<file path="src/rtl/xalu_pkg.sv">
// ----------------------------------------------------------------------------
// xalu_pkg : shared types and constants for the 16-bit ALU and branch unit
// Holds the mode codes, the decoded instruction word passed from the front
// end to the execute stage, and the register code decoder.
// ----------------------------------------------------------------------------
package xalu_pkg;

	// Default depth of the queue between decode and execute.
	localparam int unsigned QUEUE_DEPTH_DEF = 2;

	// Flag positions in the status word.
	localparam int unsigned FLAG_CF = 0;
	localparam int unsigned FLAG_PF = 1;
	localparam int unsigned FLAG_AF = 2;
	localparam int unsigned FLAG_ZF = 3;
	localparam int unsigned FLAG_SF = 4;
	localparam int unsigned FLAG_OF = 5;
	localparam int unsigned FLAG_W  = 6;

	// Slot of CX in the general register file.
	localparam logic [2:0] SLOT_CX = 3'd2;

	// Instruction modes as they arrive on the input.
	typedef enum logic [3:0] {
		MODE_MOV    = 4'd0,
		MODE_ADD    = 4'd1,
		MODE_SUB    = 4'd2,
		MODE_CMP    = 4'd3,
		MODE_JNZ    = 4'd4,
		MODE_JZ     = 4'd5,
		MODE_JNB    = 4'd6,
		MODE_JB     = 4'd7,
		MODE_JNP    = 4'd8,
		MODE_JP     = 4'd9,
		MODE_LOOPNZ = 4'd10,
		MODE_LOOPZ  = 4'd11
	} mode_t;

	// Operation class after decode.
	typedef enum logic [2:0] {
		OP_NOP,
		OP_MOV,
		OP_ADD,
		OP_SUB,
		OP_CMP,
		OP_JCC,
		OP_LOOP
	} op_t;

	// Source selection.
	typedef enum logic [1:0] {
		SRC_GEN,
		SRC_SEG,
		SRC_IMM
	} src_t;

	// Which part of a general register is addressed.
	typedef enum logic [1:0] {
		PART_WORD,
		PART_LO,
		PART_HI
	} part_t;

	// Source kind codes on the input.
	localparam logic [1:0] KIND_GEN = 2'd0;
	localparam logic [1:0] KIND_SEG = 2'd1;

	typedef struct packed {
		logic [2:0] slot;
		part_t      part;
	} reg_sel_t;

	// Decoded instruction word held in the queue.
	typedef struct packed {
		op_t         op;
		logic [2:0]  cond_bit;
		logic        cond_neg;
		logic        dst_seg;
		logic [2:0]  dst_slot;
		part_t       dst_part;
		src_t        src_sel;
		logic [2:0]  src_slot;
		part_t       src_part;
		logic [15:0] imm;
	} dec_t;

	// Queue status seen by the front end and the checks.
	typedef struct packed {
		logic full;
		logic empty;
	} q_stat_t;

	// Register code to slot and part: codes below twelve come in groups of
	// three (word, low byte, high byte), the last four are SI, DI, SP, BP.
	function automatic reg_sel_t reg_decode(input logic [3:0] code);
		reg_sel_t sel;
		case (code)
			4'd0:    sel = '{slot: 3'd0, part: PART_WORD};
			4'd1:    sel = '{slot: 3'd0, part: PART_LO};
			4'd2:    sel = '{slot: 3'd0, part: PART_HI};
			4'd3:    sel = '{slot: 3'd1, part: PART_WORD};
			4'd4:    sel = '{slot: 3'd1, part: PART_LO};
			4'd5:    sel = '{slot: 3'd1, part: PART_HI};
			4'd6:    sel = '{slot: 3'd2, part: PART_WORD};
			4'd7:    sel = '{slot: 3'd2, part: PART_LO};
			4'd8:    sel = '{slot: 3'd2, part: PART_HI};
			4'd9:    sel = '{slot: 3'd3, part: PART_WORD};
			4'd10:   sel = '{slot: 3'd3, part: PART_LO};
			4'd11:   sel = '{slot: 3'd3, part: PART_HI};
			4'd12:   sel = '{slot: 3'd4, part: PART_WORD};
			4'd13:   sel = '{slot: 3'd5, part: PART_WORD};
			4'd14:   sel = '{slot: 3'd6, part: PART_WORD};
			default: sel = '{slot: 3'd7, part: PART_WORD};
		endcase
		return sel;
	endfunction

	// Read a register part, byte parts zero-extended.
	function automatic logic [15:0] part_read(input logic [15:0] v, input part_t part);
		logic [15:0] r;
		case (part)
			PART_LO: r = {8'h00, v[7:0]};
			PART_HI: r = {8'h00, v[15:8]};
			default: r = v;
		endcase
		return r;
	endfunction

	// Merge a value into a register part.
	function automatic logic [15:0] part_write(input logic [15:0] v, input part_t part,
			input logic [15:0] val);
		logic [15:0] r;
		case (part)
			PART_LO: r = {v[15:8], val[7:0]};
			PART_HI: r = {val[7:0], v[7:0]};
			default: r = val;
		endcase
		return r;
	endfunction

endpackage

</file>
<file path="src/rtl/xalu_front.sv">
// ----------------------------------------------------------------------------
// xalu_front : instruction intake and decode
// Accepts input words while the queue has room and turns the raw fields into
// an operation class, register slots and parts, and a branch condition.
// ----------------------------------------------------------------------------
module xalu_front (
	input  logic                   in_valid,
	output logic                   in_ready,
	input  logic [3:0]             mode,
	input  logic                   dst_kind,
	input  logic [3:0]             dst_index,
	input  logic [1:0]             src_kind,
	input  logic [3:0]             src_index,
	input  logic [15:0]            imm_value,
	input  xalu_pkg::q_stat_t      q_stat,
	output logic                   push,
	output xalu_pkg::dec_t         dec
);
	import xalu_pkg::*;

	reg_sel_t dsel;
	reg_sel_t ssel;

	// A word is taken whenever the queue is not full.
	assign in_ready = !q_stat.full;
	assign push     = in_valid && !q_stat.full;

	assign dsel = reg_decode(dst_index);
	assign ssel = reg_decode(src_index);

	// Field decode.
	always_comb begin
		dec          = '0;
		dec.imm      = imm_value;
		dec.cond_neg = !mode[0];
		dec.cond_bit = 3'(FLAG_ZF);

		case (mode)
			MODE_MOV:             dec.op = OP_MOV;
			MODE_ADD:             dec.op = OP_ADD;
			MODE_SUB:             dec.op = OP_SUB;
			MODE_CMP:             dec.op = OP_CMP;
			MODE_JNZ, MODE_JZ:    dec.op = OP_JCC;
			MODE_JNB, MODE_JB: begin
				dec.op       = OP_JCC;
				dec.cond_bit = 3'(FLAG_CF);
			end
			MODE_JNP, MODE_JP: begin
				dec.op       = OP_JCC;
				dec.cond_bit = 3'(FLAG_PF);
			end
			MODE_LOOPNZ, MODE_LOOPZ: dec.op = OP_LOOP;
			default:              dec.op = OP_NOP;
		endcase

		// Destination: segment registers use only the low two index bits.
		dec.dst_seg = dst_kind;
		if (dst_kind) begin
			dec.dst_slot = {1'b0, dst_index[1:0]};
			dec.dst_part = PART_WORD;
		end else begin
			dec.dst_slot = dsel.slot;
			dec.dst_part = dsel.part;
		end

		// Source: kinds two and three behave as an immediate.
		case (src_kind)
			KIND_GEN: begin
				dec.src_sel  = SRC_GEN;
				dec.src_slot = ssel.slot;
				dec.src_part = ssel.part;
			end
			KIND_SEG: begin
				dec.src_sel  = SRC_SEG;
				dec.src_slot = {1'b0, src_index[1:0]};
				dec.src_part = PART_WORD;
			end
			default: begin
				dec.src_sel  = SRC_IMM;
				dec.src_slot = 3'd0;
				dec.src_part = PART_WORD;
			end
		endcase
	end

endmodule

</file>
<file path="src/rtl/xalu_queue.sv">
// ----------------------------------------------------------------------------
// xalu_queue : decoded instruction queue
// A small first-in first-out buffer that lets decode and execute stall
// independently of each other.
// ----------------------------------------------------------------------------
module xalu_queue #(
	parameter int unsigned DEPTH = xalu_pkg::QUEUE_DEPTH_DEF
) (
	input  logic              clk,
	input  logic              arst_n,
	input  logic              push,
	input  xalu_pkg::dec_t    push_word,
	input  logic              pop,
	output xalu_pkg::dec_t    head,
	output xalu_pkg::q_stat_t q_stat
);
	import xalu_pkg::*;

	localparam int unsigned PTR_W = (DEPTH > 1) ? $clog2(DEPTH) : 1;
	localparam int unsigned CNT_W = $clog2(DEPTH + 1);
	localparam logic [PTR_W-1:0] PTR_LAST = PTR_W'(DEPTH - 1);
	localparam logic [CNT_W-1:0] CNT_FULL = CNT_W'(DEPTH);

	dec_t             entry_q [DEPTH];
	logic [PTR_W-1:0] wr_ptr_q;
	logic [PTR_W-1:0] rd_ptr_q;
	logic [CNT_W-1:0] count_q;

	assign head         = entry_q[rd_ptr_q];
	assign q_stat.full  = (count_q == CNT_FULL);
	assign q_stat.empty = (count_q == '0);

	// Pointers and fill count.
	always_ff @(posedge clk or negedge arst_n) begin
		if (!arst_n) begin
			wr_ptr_q <= '0;
			rd_ptr_q <= '0;
			count_q  <= '0;
		end else begin
			if (push) begin
				wr_ptr_q <= (wr_ptr_q == PTR_LAST) ? '0 : wr_ptr_q + 1'b1;
			end
			if (pop) begin
				rd_ptr_q <= (rd_ptr_q == PTR_LAST) ? '0 : rd_ptr_q + 1'b1;
			end
			if (push && !pop) begin
				count_q <= count_q + 1'b1;
			end else if (pop && !push) begin
				count_q <= count_q - 1'b1;
			end
		end
	end

	// Storage.
	always_ff @(posedge clk) begin
		if (push) begin
			entry_q[wr_ptr_q] <= push_word;
		end
	end

endmodule

</file>
<file path="src/rtl/xalu_exec.sv">
// ----------------------------------------------------------------------------
// xalu_exec : execute stage
// Holds the architectural registers, flags and instruction pointer, carries
// out the instruction at the head of the queue and registers the result word.
// ----------------------------------------------------------------------------
module xalu_exec (
	input  logic              clk,
	input  logic              arst_n,
	input  xalu_pkg::dec_t    head,
	input  xalu_pkg::q_stat_t q_stat,
	output logic              pop,
	output logic              out_valid,
	input  logic              out_ready,
	output logic [15:0]       old_value,
	output logic [15:0]       new_value,
	output logic [5:0]        flag_bits,
	output logic [15:0]       next_ip
);
	import xalu_pkg::*;

	logic [15:0] gen_q [8];
	logic [15:0] seg_q [4];
	logic [FLAG_W-1:0] flags_q;
	logic [15:0] ip_q;
	logic        out_valid_q;

	logic        byte_w;
	logic [15:0] d_word;
	logic [15:0] d;
	logic [15:0] s_raw;
	logic [15:0] s;
	logic [16:0] sum;
	logic [15:0] r;
	logic        is_sub;
	logic        d_top;
	logic        s_top;
	logic        r_top;
	logic        ovf;
	logic [FLAG_W-1:0] arith_flags;
	logic [15:0] cx_dec;
	logic        cond;

	logic        gen_we;
	logic [2:0]  gen_waddr;
	logic [15:0] gen_wdata;
	logic        seg_we;
	logic [FLAG_W-1:0] flags_nxt;
	logic [15:0] ip_nxt;
	logic [15:0] old_nxt;
	logic [15:0] new_nxt;

	// The head is taken whenever the result register is free or draining.
	assign pop       = !q_stat.empty && (!out_valid_q || out_ready);
	assign out_valid = out_valid_q;

	// Operand fetch, width taken from the destination.
	assign byte_w = !head.dst_seg && (head.dst_part != PART_WORD);
	assign d_word = head.dst_seg ? seg_q[head.dst_slot[1:0]] : gen_q[head.dst_slot];
	assign d      = part_read(d_word, head.dst_part);

	always_comb begin
		case (head.src_sel)
			SRC_GEN: s_raw = part_read(gen_q[head.src_slot], head.src_part);
			SRC_SEG: s_raw = seg_q[head.src_slot[1:0]];
			default: s_raw = head.imm;
		endcase
	end

	assign s = byte_w ? {8'h00, s_raw[7:0]} : s_raw;

	// Adder with carry or borrow out of the operating width.
	assign is_sub = (head.op != OP_ADD);
	assign sum    = is_sub ? ({1'b0, d} - {1'b0, s}) : ({1'b0, d} + {1'b0, s});
	assign r      = byte_w ? {8'h00, sum[7:0]} : sum[15:0];

	assign d_top = byte_w ? d[7] : d[15];
	assign s_top = byte_w ? s[7] : s[15];
	assign r_top = byte_w ? r[7] : r[15];
	assign ovf   = is_sub ? ((d_top ^ s_top) & (d_top ^ r_top))
	                      : (~(d_top ^ s_top) & (d_top ^ r_top));

	always_comb begin
		arith_flags          = '0;
		arith_flags[FLAG_CF] = byte_w ? sum[8] : sum[16];
		arith_flags[FLAG_PF] = ~^r[7:0];
		arith_flags[FLAG_AF] = d[4] ^ s[4] ^ r[4];
		arith_flags[FLAG_ZF] = (r == 16'h0000);
		arith_flags[FLAG_SF] = r_top;
		arith_flags[FLAG_OF] = ovf;
	end

	// Branch condition, shared by conditional jumps and loops.
	assign cx_dec = gen_q[SLOT_CX] - 16'd1;
	assign cond   = flags_q[head.cond_bit] ^ head.cond_neg;

	// Next architectural state and result values.
	always_comb begin
		gen_we    = 1'b0;
		gen_waddr = head.dst_slot;
		gen_wdata = part_write(gen_q[head.dst_slot], head.dst_part, r);
		seg_we    = 1'b0;
		flags_nxt = flags_q;
		ip_nxt    = ip_q;
		old_nxt   = 16'h0000;
		new_nxt   = 16'h0000;

		case (head.op)
			OP_MOV: begin
				gen_we    = !head.dst_seg;
				seg_we    = head.dst_seg;
				gen_wdata = part_write(gen_q[head.dst_slot], head.dst_part, s);
				old_nxt   = d;
				new_nxt   = s;
			end
			OP_ADD, OP_SUB: begin
				gen_we    = !head.dst_seg;
				seg_we    = head.dst_seg;
				flags_nxt = arith_flags;
				old_nxt   = d;
				new_nxt   = r;
			end
			OP_CMP: begin
				flags_nxt = arith_flags;
			end
			OP_JCC: begin
				if (cond) begin
					ip_nxt = ip_q + head.imm;
				end
			end
			OP_LOOP: begin
				gen_we    = 1'b1;
				gen_waddr = SLOT_CX;
				gen_wdata = cx_dec;
				if ((cx_dec != 16'h0000) && cond) begin
					ip_nxt = ip_q + head.imm;
				end
			end
			default: begin
			end
		endcase
	end

	// Architectural state.
	always_ff @(posedge clk or negedge arst_n) begin
		if (!arst_n) begin
			for (int i = 0; i < 8; i++) begin
				gen_q[i] <= '0;
			end
			for (int i = 0; i < 4; i++) begin
				seg_q[i] <= '0;
			end
			flags_q <= '0;
			ip_q    <= '0;
		end else if (pop) begin
			if (gen_we) begin
				gen_q[gen_waddr] <= gen_wdata;
			end
			if (seg_we) begin
				seg_q[head.dst_slot[1:0]] <= new_nxt;
			end
			flags_q <= flags_nxt;
			ip_q    <= ip_nxt;
		end
	end

	// Result word valid flag.
	always_ff @(posedge clk or negedge arst_n) begin
		if (!arst_n) begin
			out_valid_q <= 1'b0;
		end else if (pop) begin
			out_valid_q <= 1'b1;
		end else if (out_ready) begin
			out_valid_q <= 1'b0;
		end
	end

	// Result word payload.
	always_ff @(posedge clk) begin
		if (pop) begin
			old_value <= old_nxt;
			new_value <= new_nxt;
			flag_bits <= flags_nxt;
			next_ip   <= ip_nxt;
		end
	end

endmodule

</file>
<file path="src/rtl/x86_16bit_alu_branch_exec.sv">
// ----------------------------------------------------------------------------
// x86_16bit_alu_branch_exec : 16-bit ALU and branch execution unit
// Decodes and executes MOV, ADD, SUB, CMP, conditional jumps and loops on
// general and segment registers, returning one result word per instruction.
// ----------------------------------------------------------------------------
// One instruction word is accepted per clock while the queue has room, and one
// result word is produced for each. A word is decoded in the cycle it is
// accepted, waits in a QUEUE_DEPTH-entry queue, and is executed when it
// reaches the head. The result register loads at the end of the execute cycle,
// and while the output takes each result word the sustained rate is one word
// per cycle.
// Registers, flags and the instruction pointer update at the end of the execute
// cycle, so dependent instructions follow one another without gaps.
// Decode keeps accepting while a result waits on the output until the queue
// fills.
module x86_16bit_alu_branch_exec #(
	parameter int unsigned QUEUE_DEPTH = xalu_pkg::QUEUE_DEPTH_DEF
) (
	input  logic        clk,
	input  logic        arst_n,
	input  logic        in_valid,
	output logic        in_ready,
	input  logic [3:0]  mode,
	input  logic        dst_kind,
	input  logic [3:0]  dst_index,
	input  logic [1:0]  src_kind,
	input  logic [3:0]  src_index,
	input  logic [15:0] imm_value,
	output logic        out_valid,
	input  logic        out_ready,
	output logic [15:0] old_value,
	output logic [15:0] new_value,
	output logic [5:0]  flag_bits,
	output logic [15:0] next_ip
);
	import xalu_pkg::*;

	dec_t    dec;
	dec_t    head;
	q_stat_t q_stat;
	logic    push;
	logic    pop;

	// Intake and decode.
	xalu_front u_front (
		.in_valid  (in_valid),
		.in_ready  (in_ready),
		.mode      (mode),
		.dst_kind  (dst_kind),
		.dst_index (dst_index),
		.src_kind  (src_kind),
		.src_index (src_index),
		.imm_value (imm_value),
		.q_stat    (q_stat),
		.push      (push),
		.dec       (dec)
	);

	// Queue between decode and execute.
	xalu_queue #(
		.DEPTH (QUEUE_DEPTH)
	) u_queue (
		.clk       (clk),
		.arst_n    (arst_n),
		.push      (push),
		.push_word (dec),
		.pop       (pop),
		.head      (head),
		.q_stat    (q_stat)
	);

	// Execution and result register.
	xalu_exec u_exec (
		.clk       (clk),
		.arst_n    (arst_n),
		.head      (head),
		.q_stat    (q_stat),
		.pop       (pop),
		.out_valid (out_valid),
		.out_ready (out_ready),
		.old_value (old_value),
		.new_value (new_value),
		.flag_bits (flag_bits),
		.next_ip   (next_ip)
	);

	// The queue cannot be both full and empty.
	a_queue_state: assert property (@(posedge clk) disable iff (!arst_n)
		!(q_stat.full && q_stat.empty))
		else $error("queue reports full and empty together");

	// Execute never takes a word from an empty queue.
	a_pop_nonempty: assert property (@(posedge clk) disable iff (!arst_n)
		pop |-> !q_stat.empty)
		else $error("execute popped an empty queue");

	// A word pushed without a pop leaves the queue occupied.
	a_push_holds: assert property (@(posedge clk) disable iff (!arst_n)
		(push && !pop) |=> !q_stat.empty)
		else $error("pushed word lost from queue");

	// An executed word always produces a result word next cycle.
	a_pop_result: assert property (@(posedge clk) disable iff (!arst_n)
		pop |=> out_valid)
		else $error("executed word produced no result");

endmodule
</file>
<file path="config.mk">
export PLATFORM = sky130hd
export DESIGN_NAME = x86_16bit_alu_branch_exec
export DESIGN_NICKNAME = d
export VERILOG_FILES = /design/src/rtl/xalu_pkg.sv /design/src/rtl/xalu_front.sv /design/src/rtl/xalu_queue.sv /design/src/rtl/xalu_exec.sv /design/src/rtl/x86_16bit_alu_branch_exec.sv
export SDC_FILE = /design/constraint.sdc
export NUM_CORES = 1
export LEC_CHECK = 0
export BUFFER_PORTS_ARGS = -buffer_cell sky130_fd_sc_hd__buf_2
export CORE_MARGIN = 3
export CORE_UTILIZATION = 53
export CTS_CLUSTER_DIAMETER = 50
export CTS_CLUSTER_SIZE = 30
export DETAILED_ROUTE_END_ITERATION = 6
export HOLD_SLACK_MARGIN = 0.12
export PLACE_DENSITY = 0.7
export SYNTH_ARGS = -nofsm -noshare
export SYNTH_HDL_FRONTEND = slang
export SYNTH_SLANG_ARGS = --single-unit
</file>
<file path="constraint.sdc">
create_clock -name clk -period 7.6 [get_ports clk]
set_input_delay 1.52 -clock clk [delete_from_list [all_inputs] [get_ports clk]]
set_output_delay 1.52 -clock clk [all_outputs]
set_load 0.05 [all_outputs]
</file>
==> impl_results.md <==
* Post-DP HPWL at about 45 mm
* Fmax at 0.1420 GHz
* Critical Setup Path Class: reg2reg
* Area delta synth->final at 12.29%
* Syn Inst Count at about 1900
* Mean Syn Cell Area at between 10 and 15 sq um
* Yosys top cell area share at 0.2732
* Vias in the first global route at 15990
* # placed instances at between 2000 and 2500
* Clock Tree Buf Depth at 3
* Synth cell count leaders: nand2_1 (277), dfrtp_1 (219), o21ai_0 (206)
* Synth Area in Simple Gates at 0.1178
* Share of cells above drive strength 1 at 0.2168
* DR pass1 iterations at 5
* Skew final at 0.02436 ns
* Cell taking the most area after synthesis: dfrtp_1
* Reg-to-Reg End: u_exec.flags_q[3]
* Minimum clock period at between 7 and 8 ns
* Syn_nets at just under 2000
* Antenna cells at 0
* Clk root buf: clkbuf_16
* Overall routing resource usage at 0.3082
* Clock-pin slew on the worst setup and hold paths at ~0.07 ns
* Detailed Route Iter0 Violations at 1721
* RSZ-0062 raised after global routing: no
* Place WS at just over 0.8 ns
* Largest net degree at the start of global routing at roughly 130
* Outcome: finished clean
* Post-synth EDFFs at 124
* Core area at 36960 sq um
* Critical path's slowest cell: mux2i_4
* Die Wd at approximately 200 microns
* Routability Congestion at slightly below 1
* Delay-heaviest family, CP: compound AO/OA/AOI/OAI gates
* Critical path, cell by cell: buf_4 > mux2i_4 > buf_12 > mux4_2 > mux2i_1 > o21ai_0 > a22oi_1 > ha_1 > inv_1 > fa_1 > a21o_1 > a21oi_1 > a21oi_1 > xnor2_1 > ha_1 > nand4_1 > or3_1 > or4_1 > nor4_1 > a22o_1
* Worst Setup End Kind: flop
* CTS Hold Buffers Added at 0
* Max Slew Vio Count at 0
* DRT antenna net count at 0
* Final Hold Fails at 0
* First-pass GRT wire length at 96.38 mm
* Worst min-delay path class: reg2reg
* Main combinational cell family by area after synthesis: multiplexers
* Count of different cell masters after synthesis at 76
* CP required at just over 8 ns
* R2R Setup Slk at 0.56 ns
* Slew headroom at 0.1618
* Antenna violations before repair at 1
* Adder-Cell Fraction of Synth Area at 0.03443
* Largest stage delay, worst path at around 0.66 ns
* Critical path startpoint category: flop
* Vias per cell at approximately 6.4
* Crit path arrival time at between 7 and 8 ns
* Hold worst-path end: u_exec.gen_q[116]
* Main synth FF type: dfrtp_1
* Final std cells w/o fill at about 2500
* Die area at about 40000 sq um
* Post_cts resized at 0
* WHS Path Cells at 2
* Reg2reg path depth at 20
* Initial core utilization at 0.5427
* Hold Crit Start: u_exec.gen_q[116]
* Clock Sinks at between 300 and 400
* Synth top area cells: dfrtp_1 (27%), edfxtp_1 (19%), mux4_2 (7.9%)
* Ys Warns at 0
* H-Tree Depth at 2
* Most common cell in the netlist: nand2_1
* Setup Fix Bufs, Post-CTS at 0
* Num CTS Buffers at 38
* Avg WL per Cell at 24.87 microns
* Grt total ovfl at 0
* Setup ws final at roughly 0.56 ns
* Worst-path fanout max at 29
* PortBufs at 90
* Synth Area in XOR/XNOR at 0.03100
* Post-synthesis cell area at ~20000 sq um
* Final nets at just over 2000
* Actual slew at the worst max-slew pin at 1.257 ns
* Routed via count at 16140
* WL final at around 63 mm
* Critical path buffers and inverters at 3
* Fin crit share at 0.9267
* Ports at 91
* Compound-gate portion of the synthesized area at 0.1495
* Number of synthesized register bits at 343
* Clock latency on the worst-skew pair at about 0.56 ns
* CTS tree: yes
* Multiplexer share of the synthesized area at 0.1738
* FFs w/ async S/R, synth at 0.6385
* Remaining DRCs at 0
* DIE HEIGHT at about 200 microns
* Final setup violation count at 0
* Register area share after synthesis at 0.4588
* # rows at 70
* Max Cap Violations at 0
* Crit Reg-Reg Startpoint: u_queue.rd_ptr_q
* Setup_tns at 0 ns
-- metrics by stage --
stage / util / area [sq um] / hold WS [ns]
after global placement: 0.5745 / 21230 / 0.4724
after CTS: 0.6094 / 22530 / 0.5059
final: 0.6094 / 22530 / 0.5037
after floorplan: - / 20060 / 0.4515
after global routing: 0.6094 / 22530 / 0.5417
after detailed placement: 0.5745 / 21230 / 0.4923
-- placed cells by master (no fill, tap or decap), drive strengths merged, types with 20 or more instances in the layout --
| master | n |
|---|---|
| mux4 | 76 |
| o21ai | 209 |
| xnor2 | 39 |
| a21oi | 106 |
| buf | 155 |
| nand2 | 277 |
| nor2 | 111 |
| nor2b | 21 |
| nor3 | 31 |
| ha | 52 |
| mux2i | 44 |
| dfrtp | 219 |
| edfxtp | 124 |
| xor2 | 32 |
| a211oi | 21 |
| inv | 66 |
| mux2 | 115 |
| clkbuf | 43 |
| o22ai | 20 |
-- sequential cells by signal, indices dropped and copies added, names as in the netlist --
register          count
u_exec.flags_q        6
u_queue.count_q       2
u_exec.old_value     16
u_queue.wr_ptr_q      1
u_exec.new_value     16
u_exec.seg_q         64
u_exec.ip_q          16
u_queue.entry_q      70
u_exec.flag_bits      6
u_exec.gen_q        128
u_queue.rd_ptr_q      1
u_exec.next_ip       16
u_exec.out_valid      1
-- cells by family after synthesis --
kind of cell | count (synthesis)
buffers and inverters | 169
muxes | 235
AOI/OAI and AO/OA | 492
adders and majority gates | 54
DFF | 343
xor gates and xnor gates | 71
and+or+nand+nor | 537
-- cell type report --
type	count	area, sq um
Clock buffer	43	1011
Clock inverter	26	280.3
Fill cell	3069	14440
Inverter	55	206.4
Multi-Input combinational cell	1389	10210
Sequential cell	343	9205
Tap cell	504	630.6
Timing Repair Buffer	155	985.9
-- metal layers --
layer | GRT usage | routed length [microns] | up-vias
li1 | - | - | 7149
met3 | 0.05238 | 5161 | 165
met2 | 0.4913 | 29030 | 810
met4 | 0.1240 | 2683 | 0
met5 | 0 | 0 | -
met1 | 0.4245 | 25670 | 8020
-- worst max path at each step --
stage               depth (start not counted)  slack [ns]           endpoint              from
global placement                           20        0.82  u_exec.flags_q[3]  u_queue.rd_ptr_q
floorplan                                  30        0.67   u_exec.gen_q[79]  u_queue.rd_ptr_q
detailed placement                         20        0.81  u_exec.flags_q[3]  u_queue.rd_ptr_q
finish                                     20        0.56  u_exec.flags_q[3]  u_queue.rd_ptr_q
global route                               20        0.22  u_exec.flags_q[3]  u_queue.rd_ptr_q
CTS                                        20        0.76  u_exec.flags_q[3]  u_queue.rd_ptr_q
-- worst reg2reg max path, delay by kind of cell, from the launching register on --
family,cells,cell delay [ns]
compound gates,6,1.54
xor+xnor,1,0.47
fa+ha+maj,3,0.91
buf+inv,3,0.69
flops,1,0.55
mux,3,1.41
simple gates,4,1.39
Power is left out: the tool's default activity adds up to more than one toggle a clock period on the data nets, which glitch-free logic cannot reach.
